File: src/rtl/pct_pkg.sv
// Shared types and constants for the prescaled compare timer.
package pct_pkg;

  localparam logic [15:0] RATE_RESET = 16'd2688;
  localparam logic [8:0]  FULL_PERIOD = 9'h100;

  typedef enum logic [1:0] {
    ACT_SYNC   = 2'd0,
    ACT_ENABLE = 2'd1,
    ACT_TARGET = 2'd2,
    ACT_READ   = 2'd3
  } action_t;

  // One access as taken from the input stream.
  typedef struct packed {
    action_t     action;
    logic [31:0] timestamp;
    logic        enable;
    logic [7:0]  target_value;
  } pct_req_t;

  // One result word.
  typedef struct packed {
    logic [3:0] counter_value;
    logic       counter_valid;
  } pct_rsp_t;

  // Command to the shared divider. A short operation divides a 16-bit dividend.
  typedef struct packed {
    logic        start;
    logic        long_op;
    logic [31:0] dividend;
    logic [15:0] divisor;
  } div_req_t;

  typedef struct packed {
    logic        done;
    logic [31:0] quotient;
    logic [15:0] remainder;
  } div_rsp_t;

endpackage

File: src/rtl/pct_divider.sv
// Shared restoring divider, one quotient bit per cycle.
module pct_divider
  import pct_pkg::*;
(
  input  logic     clk,
  input  logic     rst,
  input  div_req_t req,
  output div_rsp_t rsp
);

  logic [31:0] quo;
  logic [15:0] rem;
  logic [15:0] divisor;
  logic [4:0]  cnt;
  logic        busy;
  logic        done;

  logic [16:0] shifted;
  logic        fits;

  assign shifted = {rem, quo[31]};
  assign fits    = shifted >= {1'b0, divisor};

  always_ff @(posedge clk) begin
    if (rst) begin
      busy <= 1'b0;
      done <= 1'b0;
    end else begin
      done <= 1'b0;
      if (req.start) begin
        busy <= 1'b1;
        rem  <= '0;
        divisor <= req.divisor;
        // A short operation places its 16-bit dividend in the top half.
        quo  <= req.long_op ? req.dividend : {req.dividend[15:0], 16'd0};
        cnt  <= req.long_op ? 5'd31 : 5'd15;
      end else if (busy) begin
        rem <= fits ? 16'(shifted - {1'b0, divisor}) : shifted[15:0];
        quo <= {quo[30:0], fits};
        cnt <= cnt - 5'd1;
        if (cnt == 5'd0) begin
          busy <= 1'b0;
          done <= 1'b1;
        end
      end
    end
  end

  assign rsp.done      = done;
  assign rsp.quotient  = quo;
  assign rsp.remainder = rem;

endmodule

File: src/rtl/pct_core.sv
// Timer state and the sequencer that catches it up through the shared divider.
module pct_core
  import pct_pkg::*;
(
  input  logic        clk,
  input  logic        rst,
  input  logic [15:0] rate,
  input  logic        req_valid,
  input  pct_req_t    req,
  output logic        req_ready,
  output logic        rsp_valid,
  output pct_rsp_t    rsp,
  input  logic        rsp_ready,
  output div_req_t    div_req,
  input  div_rsp_t    div_rsp
);

  typedef enum logic [3:0] {
    S_IDLE,
    S_SYNC,
    S_PDIV,
    S_DDIV,
    S_PHASE,
    S_STAGE,
    S_CMP,
    S_RDIV,
    S_POST,
    S_RESP
  } state_t;

  state_t      state;
  pct_req_t    cur;

  logic [31:0] last_time;
  logic        enabled;
  logic [7:0]  target;
  logic [3:0]  up_count;
  logic [7:0]  stage_count;
  logic [15:0] prescale_phase;

  logic [31:0] delta;
  logic [15:0] ph;
  logic [16:0] sum;
  logic [31:0] quo;
  logic [31:0] ticks;
  logic [8:0]  reach;

  logic [7:0]  stage_gap;
  logic [15:0] period;

  assign stage_gap = target - stage_count;
  assign period    = (target == 8'd0) ? {7'd0, FULL_PERIOD} : {8'd0, target};

  always_ff @(posedge clk) begin
    if (rst) begin
      state          <= S_IDLE;
      last_time      <= '0;
      enabled        <= 1'b0;
      target         <= '0;
      up_count       <= '0;
      stage_count    <= '0;
      prescale_phase <= '0;
      div_req.start  <= 1'b0;
    end else begin
      div_req.start <= 1'b0;
      unique case (state)
        S_IDLE: begin
          if (req_valid) begin
            cur <= req;
            rsp <= '0;
            if (req.action == ACT_TARGET) begin
              target <= req.target_value;
              state  <= S_RESP;
            end else if (req.action == ACT_ENABLE && req.enable == enabled) begin
              state <= S_RESP;
            end else begin
              state <= S_SYNC;
            end
          end
        end
        S_SYNC: begin
          delta     <= cur.timestamp - last_time;
          last_time <= cur.timestamp;
          if (rate == 16'd0) begin
            prescale_phase <= '0;
            stage_count    <= '0;
            state          <= S_POST;
          end else if (prescale_phase >= rate) begin
            // The rate changed since the last sync: reduce the stored phase.
            div_req.start    <= 1'b1;
            div_req.long_op  <= 1'b0;
            div_req.dividend <= {16'd0, prescale_phase};
            div_req.divisor  <= rate;
            state            <= S_PDIV;
          end else begin
            ph               <= prescale_phase;
            div_req.start    <= 1'b1;
            div_req.long_op  <= 1'b1;
            div_req.dividend <= cur.timestamp - last_time;
            div_req.divisor  <= rate;
            state            <= S_DDIV;
          end
        end
        S_PDIV: begin
          if (div_rsp.done) begin
            ph               <= div_rsp.remainder;
            div_req.start    <= 1'b1;
            div_req.long_op  <= 1'b1;
            div_req.dividend <= delta;
            div_req.divisor  <= rate;
            state            <= S_DDIV;
          end
        end
        S_DDIV: begin
          if (div_rsp.done) begin
            sum   <= {1'b0, ph} + {1'b0, div_rsp.remainder};
            quo   <= div_rsp.quotient;
            state <= S_PHASE;
          end
        end
        S_PHASE: begin
          if (sum >= {1'b0, rate}) begin
            prescale_phase <= 16'(sum - {1'b0, rate});
            ticks          <= quo + 32'd1;
          end else begin
            prescale_phase <= sum[15:0];
            ticks          <= quo;
          end
          if (!enabled) begin
            stage_count <= '0;
            state       <= S_POST;
          end else begin
            state <= S_STAGE;
          end
        end
        S_STAGE: begin
          reach <= (stage_gap == 8'd0) ? FULL_PERIOD : {1'b0, stage_gap};
          state <= (ticks == 32'd0) ? S_POST : S_CMP;
        end
        S_CMP: begin
          if (ticks < {23'd0, reach}) begin
            stage_count <= stage_count + ticks[7:0];
            state       <= S_POST;
          end else begin
            // First match after reach ticks, then one more every period ticks.
            div_req.start    <= 1'b1;
            div_req.long_op  <= 1'b1;
            div_req.dividend <= ticks - {23'd0, reach};
            div_req.divisor  <= period;
            state            <= S_RDIV;
          end
        end
        S_RDIV: begin
          if (div_rsp.done) begin
            up_count    <= up_count + 4'd1 + div_rsp.quotient[3:0];
            stage_count <= div_rsp.remainder[7:0];
            state       <= S_POST;
          end
        end
        S_POST: begin
          case (cur.action)
            ACT_ENABLE: begin
              stage_count <= '0;
              enabled     <= cur.enable;
              if (cur.enable) begin
                up_count <= '0;
              end
            end
            ACT_READ: begin
              rsp.counter_value <= up_count;
              rsp.counter_valid <= 1'b1;
              up_count          <= '0;
            end
            default: begin
            end
          endcase
          state <= S_RESP;
        end
        S_RESP: begin
          if (rsp_ready) begin
            state <= S_IDLE;
          end
        end
        default: state <= S_IDLE;
      endcase
    end
  end

  assign req_ready = (state == S_IDLE);
  assign rsp_valid = (state == S_RESP);

endmodule

File: src/rtl/prescaled_compare_timer.sv
// Top level of the prescaled compare timer: stream ports, register port, result register.
//
// Each input word is one timer access (sync, set enable, write target, read and clear)
// stamped with the absolute cycle time at which it happens. Every accepted word gives
// exactly one result word; only a read carries a counter value, flagged in m_tuser.
// The cycles_per_tick register sits at byte address 0 of the APB port and reads back.
//
// One access is handled at a time. A target write, or a set enable that does not change
// the state, goes from acceptance straight to the result step. Unless the rate is zero, a
// sync runs a long pass of the shared bit-serial divider that splits the elapsed time into
// ticks and phase, plus sequencer steps. A short divider pass comes first after a rate
// change, when the stored phase is reduced, and another long pass follows when the stage
// counter wraps, when the tick count is divided by the compare period.
//
// Reset (synchronous, active high) restores the rate to 2688 and clears all timer state.
// A result waits in the output register while m_tready is low; the next access is
// accepted meanwhile and held in its final step until the register frees.
module prescaled_compare_timer
  import pct_pkg::*;
(
  input  logic        clk,
  input  logic        rst,
  input  logic        s_tvalid,
  output logic        s_tready,
  input  logic [47:0] s_tdata,   // timestamp[31:0], enable[32], target_value[40:33], zero
  input  logic [1:0]  s_tuser,   // action[1:0]
  output logic        m_tvalid,
  input  logic        m_tready,
  output logic [7:0]  m_tdata,   // counter_value[3:0], zero
  output logic        m_tuser,   // counter_valid[0]
  input  logic        psel,
  input  logic        penable,
  input  logic        pwrite,
  input  logic [2:0]  paddr,
  input  logic [31:0] pwdata,
  output logic [31:0] prdata,
  output logic        pready
);

  logic [15:0] rate;
  pct_req_t    req;
  pct_rsp_t    rsp;
  logic        rsp_valid;
  logic        rsp_ready;
  div_req_t    div_req;
  div_rsp_t    div_rsp;
  pct_rsp_t    out_word;

  assign pready = 1'b1;

  always_ff @(posedge clk) begin
    if (rst) begin
      rate <= RATE_RESET;
    end else if (psel && penable && pwrite && !paddr[2]) begin
      rate <= pwdata[15:0];
    end
  end

  assign prdata = paddr[2] ? 32'd0 : {16'd0, rate};

  assign req.action       = action_t'(s_tuser);
  assign req.timestamp    = s_tdata[31:0];
  assign req.enable       = s_tdata[32];
  assign req.target_value = s_tdata[40:33];

  pct_divider u_div (
    .clk (clk),
    .rst (rst),
    .req (div_req),
    .rsp (div_rsp)
  );

  pct_core u_core (
    .clk       (clk),
    .rst       (rst),
    .rate      (rate),
    .req_valid (s_tvalid),
    .req       (req),
    .req_ready (s_tready),
    .rsp_valid (rsp_valid),
    .rsp       (rsp),
    .rsp_ready (rsp_ready),
    .div_req   (div_req),
    .div_rsp   (div_rsp)
  );

  assign rsp_ready = !m_tvalid || m_tready;

  always_ff @(posedge clk) begin
    if (rst) begin
      m_tvalid <= 1'b0;
    end else if (rsp_ready) begin
      m_tvalid <= rsp_valid;
      if (rsp_valid) begin
        out_word <= rsp;
      end
    end
  end

  assign m_tdata = {4'd0, out_word.counter_value};
  assign m_tuser = out_word.counter_valid;

endmodule

File: config.mk
export PLATFORM = sky130hd
export DESIGN_NAME = prescaled_compare_timer
export DESIGN_NICKNAME = d
export VERILOG_FILES = /design/src/rtl/pct_pkg.sv /design/src/rtl/pct_divider.sv /design/src/rtl/pct_core.sv /design/src/rtl/prescaled_compare_timer.sv
export SDC_FILE = /design/constraint.sdc
export NUM_CORES = 1
export LEC_CHECK = 0
export BUFFER_PORTS_ARGS = -buffer_cell sky130_fd_sc_hd__buf_2
export CAP_MARGIN = 20
export CORE_MARGIN = 2
export CORE_UTILIZATION = 60
export CTS_BUF_LIST = sky130_fd_sc_hd__clkbuf_16
export CTS_CLUSTER_SIZE = 14
export DETAILED_ROUTE_END_ITERATION = 8
export GPL_ROUTABILITY_DRIVEN = 0
export PLACE_DENSITY = 0.79
export SKIP_LAST_GASP = 1
export SYNTH_ARGS = -nofsm -noshare
export SYNTH_HDL_FRONTEND = slang
export SYNTH_SLANG_ARGS = --single-unit
File: constraint.sdc
create_clock -name clk -period 24.5 [get_ports clk]
set_input_delay 4.9 -clock clk [delete_from_list [all_inputs] [get_ports clk]]
set_output_delay 4.9 -clock clk [all_outputs]
set_load 0.005 [all_outputs]
Word-level counts from Yosys, hierarchy flattened
Index checks and enable logic that the tools add are counted.

Bitwise operators: 2. $add $sub $neg: 11. $lt $le $gt $ge: 4. Equal/unequal tests: 29. Reductions and logical operators: 38. Multiplexer cells: 54.

Operator list (count): $mux 50 (3); $pmux 50 s3 (1); $mux 16 (8); $mux 32 (4); $pmux 16 s2 (2); $mux 4 (13); $mux 49 (1); $mux 8 (5); $pmux 4 s10 (1); $pmux 8 s5 (1); $ge 17x16->1 (2); $add 32x1->32 const B (1); $logic_not 32->1 (1); $lt 32x9->1 (1); $sub 16x16->16 (2); $sub 32x32->32 (1); $sub 32x9->32 (1); $mux 5 (5); $mux 9 (2); $ne 2x2->1 const B (9); $add 16x16->17 (1); $eq 4x3->1 const B (4); $ge 16x16->1 (1); $logic_not 16->1 (1); 32 further kinds (67).

Output and inout port bits: 44. Logic and storage cells: 171. Input port bits: 92. Bits in registers: 394.

Longest topological paths before layout
Depth in word-level cells: 6. Mapped depth: 13. Depth with buffers taken out: 13.

Cells and area by module
A second synthesis with hierarchy kept.

Cell total of the unflattened synthesis: 2064. Area total of the unflattened synthesis: 21789.6 µm².

Modules (own cells, without submodules): pct_core (cells each 1592, sequential area each 8298.0 µm², instances 1, area each 16628.4 µm²); pct_divider (cells each 352, sequential area each 2112.0 µm², instances 1, area each 3966.3 µm²); prescaled_compare_timer (cells each 120, sequential area each 490.5 µm², instances 1, area each 1194.9 µm²).

Worst setup path after synthesis
No wires, ideal clock.

Path type: input port to flip-flop. Start point: in rst. End point: reg u_core.div_req[0] (netlist name). Path buffers: 0. Cell stages on the path: 2. Slack: 10865 ps. Data arrival time: 12917 ps. Required time: 23782 ps. Setup time: 718 ps. Cell sequence: or2_2 > a2111oi_0.

Cells in the longest elaborated chain, start to end: 2.

Ends and longest elaborated chain: start: declaration (line prescaled_compare_timer.sv:22) `input logic rst,`; $not 1->1 (no source line); $reduce_and 5->1 (no source line).

No other way between the ends. A chain may end at the register's enable or synchronous reset.

Worst setup path in the final report
Start point: in paddr[2]. End point: out prdata[0].

Cells in the longest elaborated chain, start to end: 1.

Ends and longest elaborated chain: start: declaration (line prescaled_compare_timer.sv:34) `input logic [2:0] paddr,`; $mux 16 (line prescaled_compare_timer.sv:59) `assign prdata = paddr[2] ? 32'd0 : {16'd0, rate};`; end: declaration (line prescaled_compare_timer.sv:36) `output logic [31:0] prdata,`.

No other way between the ends.

==> impl_metrics.tcl <==
set metrics [dict create \
    drc 0 \
    min_to "u_div.divisor[13]" \
    whs_path_depth 0 \
    cp-start-kind "input port" \
    fin_area_um2 23570 \
    firstDrtPassIters 5 \
    synthCells 2021 \
    ys_top_cells_by_count "edfxtp_1 (301), nand2_1 (196), nor2_1 (174), a21oi_1 (164), inv_1 (126)" \
    viasPerCell 6.181 \
    synth.avg_cell_area_um2 10.52 \
    worstMarginPinSlew_ns 1.062 \
    num_antenna_cells 0 \
    die-area_um2 36960 \
    drtAntennaViolNets 0 \
    finalCritPeriodShare_pct 41.88 \
    fin_skew_ns 0.02801 \
    ys_seq_area_share_pct 51.27 \
    hold_viol_final 0 \
    cts_tree "built" \
    leakagePower_nw 8.941 \
    row_count 68 \
    r2r_start "u_core.ticks[0]" \
    grt_pass1_wl_um 81990 \
    place_hpwl_um 37910 \
    rr_endpoint "u_core.div_req[31]" \
    r2r_cells 13 \
    die_h_um 192.3 \
    cts_hold_buf 0 \
    routed_wirelength_um 52160 \
    h-tree-depth 2 \
    cpLargestDelayFamily "buffers and inverters" \
    fin_crit_ns 10.26 \
    fmax_ghz 0.09746 \
    relSlewSlack_pct 28.87 \
    nets 2330 \
    drive_gt1_share_pct 10.56 \
    drt-initial-drc-count 1607 \
    synth_area_leaders "edfxtp_1 (43%), dfxtp_1 (8.8%), ha_1 (7.3%)" \
    grt.overflow.total 0 \
    synth_edf_count 301 \
    yosys.area.top_type "edfxtp_1" \
    setup_viol 0 \
    die_x_um 192.3 \
    cts_resized 0 \
    clock_latency_ns 0.59 \
    p_per_area_nw_per_um2 100.3 \
    worstPathRequired_ns 19.60 \
    grt_max_degree 57 \
    netlist_area_um2 21260 \
    async_reset_ff_share_pct 0 \
    crit_chain "buf_2 > nor2b_1 > buf_2" \
    vdd_drop_max_uv 72.29 \
    yosysWarningCount 0 \
    synth_top_cell_area_share_pct 42.51 \
    io_buffer_count 89 \
    critPathArrivalTime_ns 5.36 \
    vias 16050 \
    cts_buffer_depth 3 \
    wl_per_cell_um 20.09 \
    synth.most_common_cell "edfxtp_1" \
    crit_path_max_fanout 18 \
    maxCapViolations 0 \
    core_area_um2 34710 \
    post_cts_buffers 0 \
    floorplan.initialDensity_pct 61.25 \
    ios 136 \
    slew_viol_final 0 \
    synth_ff_type "edfxtp_1" \
    r2r_setup_slack_ns 20.09 \
    path_clk_slew_ns 0.06 \
    final.setup.tns_ns 0 \
    cts_sinks 394 \
    grt_util_all_layers_pct 28.78 \
    min_path_type "register to register" \
    fin_util_pct 67.90 \
    syn2layout_area_growth_pct 10.85 \
    rsz0062_at_grt "no" \
    grt_pass1_vias 15380 \
    path_buf_inv 2 \
    synth.distinct_cells 73 \
    slowest_delay_ns 0.25 \
    root_buffer "clkbuf_16" \
    outcome "finished clean" \
    placed_cell_area_um2 22130 \
    min-delay-start "u_core.div_req[13]" \
    crit_slowest_cell "buf_2" \
    crit_type "input port to primary output" \
    antenna_found_initial 1 \
    end_kind "primary output" \
    cts_buffers 43 \
    crit_top_cell "buf_2" \
    ys_seq_elements 394 \
]
==> area by class of cell <==
type,count,area [um^2]
clock buffer,44,1101
fill,2577,11140
clock inverter,36,326.6
sequential,394,10900
multi-input combinational,1427,9568
timing repair buffer,113,625.6
tap,455,569.3
inverter,127,476.7
==> per-stage QoR <==
stage               setup slack [ns]  power [mW]  std cells  hold WS, ns
floorplan                      10.86       1.513       2040       0.4003
global placement               14.28       1.667       2515       0.4042
detailed placement             14.25       1.704       2515       0.4062
CTS                            14.25       2.360       2595       0.4144
global route                   14.18       2.486       2596       0.4189
finish                         14.24       2.364       2596       0.4143
==> cell usage in the layout (no fill, tap or decap), drive strengths merged, types with 34 or more instances in the layout <==
cell type,n
a21o,35
xnor2,89
ha,124
mux2i,56
nand3,34
nand2,196
nor3,47
edfxtp,301
o21ai,83
dfxtp,93
nor2,174
clkbuf,44
buf,113
xor2,45
inv,135
a21oi,164
==> power breakdown <==
group	internal [mW]	switching [mW]	total (mW)
registers	0.892	0.0757	0.968
clock network	0.382	0.272	0.654
logic	0.290	0.452	0.742
total	1.56	0.800	2.36
==> layer usage <==
metal / up-vias / global-route usage [%] / routed length (um) / part of all wire [%]
li1: 7492 / - / - / -
met2: 726 / 46.51 / 24340 / 47
met4: 0 / 10.01 / 1617 / 3.1
met1: 7703 / 39.66 / 21710 / 42
met3: 124 / 4.619 / 4498 / 8.6
met5: - / 0 / 0 / 0
==> cell families (layout without fill, tap and decap cells) <==
group,count (synthesis),count (layout),share of synthesized area (%)
adder cells (fa/ha/maj),132,132,8.050
flip-flops,394,394,51.27
XOR/XNOR,134,134,5.520
AND/OR/NAND/NOR,610,610,13.35
other,2,21,0.03532
multiplexers,72,72,3.484
buffers and inverters,219,320,4.296
AO/OA/AOI/OAI,458,458,14.01
==> flip-flops by register name, indices dropped and copies added, names as in the netlist, 17 cells and up <==
| register | cells |
|---|---|
| u_core.div_req | 50 |
| u_core.sum | 17 |
| u_core.ticks | 32 |
| u_div.quo | 32 |
| u_core.delta | 32 |
| u_core.quo | 32 |
| u_core.last_time | 32 |
| u_core.cur | 35 |
==> worst max-delay path by stage <==
stage          startpoint                 to  slack [ns]  depth (start not counted)
5_1_grt          paddr[2]         prdata[14]       14.18                          3
4_1_cts          paddr[2]          prdata[0]       14.25                          3
6_report         paddr[2]          prdata[0]       14.24                          3
3_5_place_dp     paddr[2]          prdata[0]       14.25                          3
2_1_floorplan         rst  u_core.div_req[0]       10.86                          2
3_3_place_gp     paddr[2]          prdata[0]       14.28                          3
Note: power is estimated with default switching activity, not from simulation.
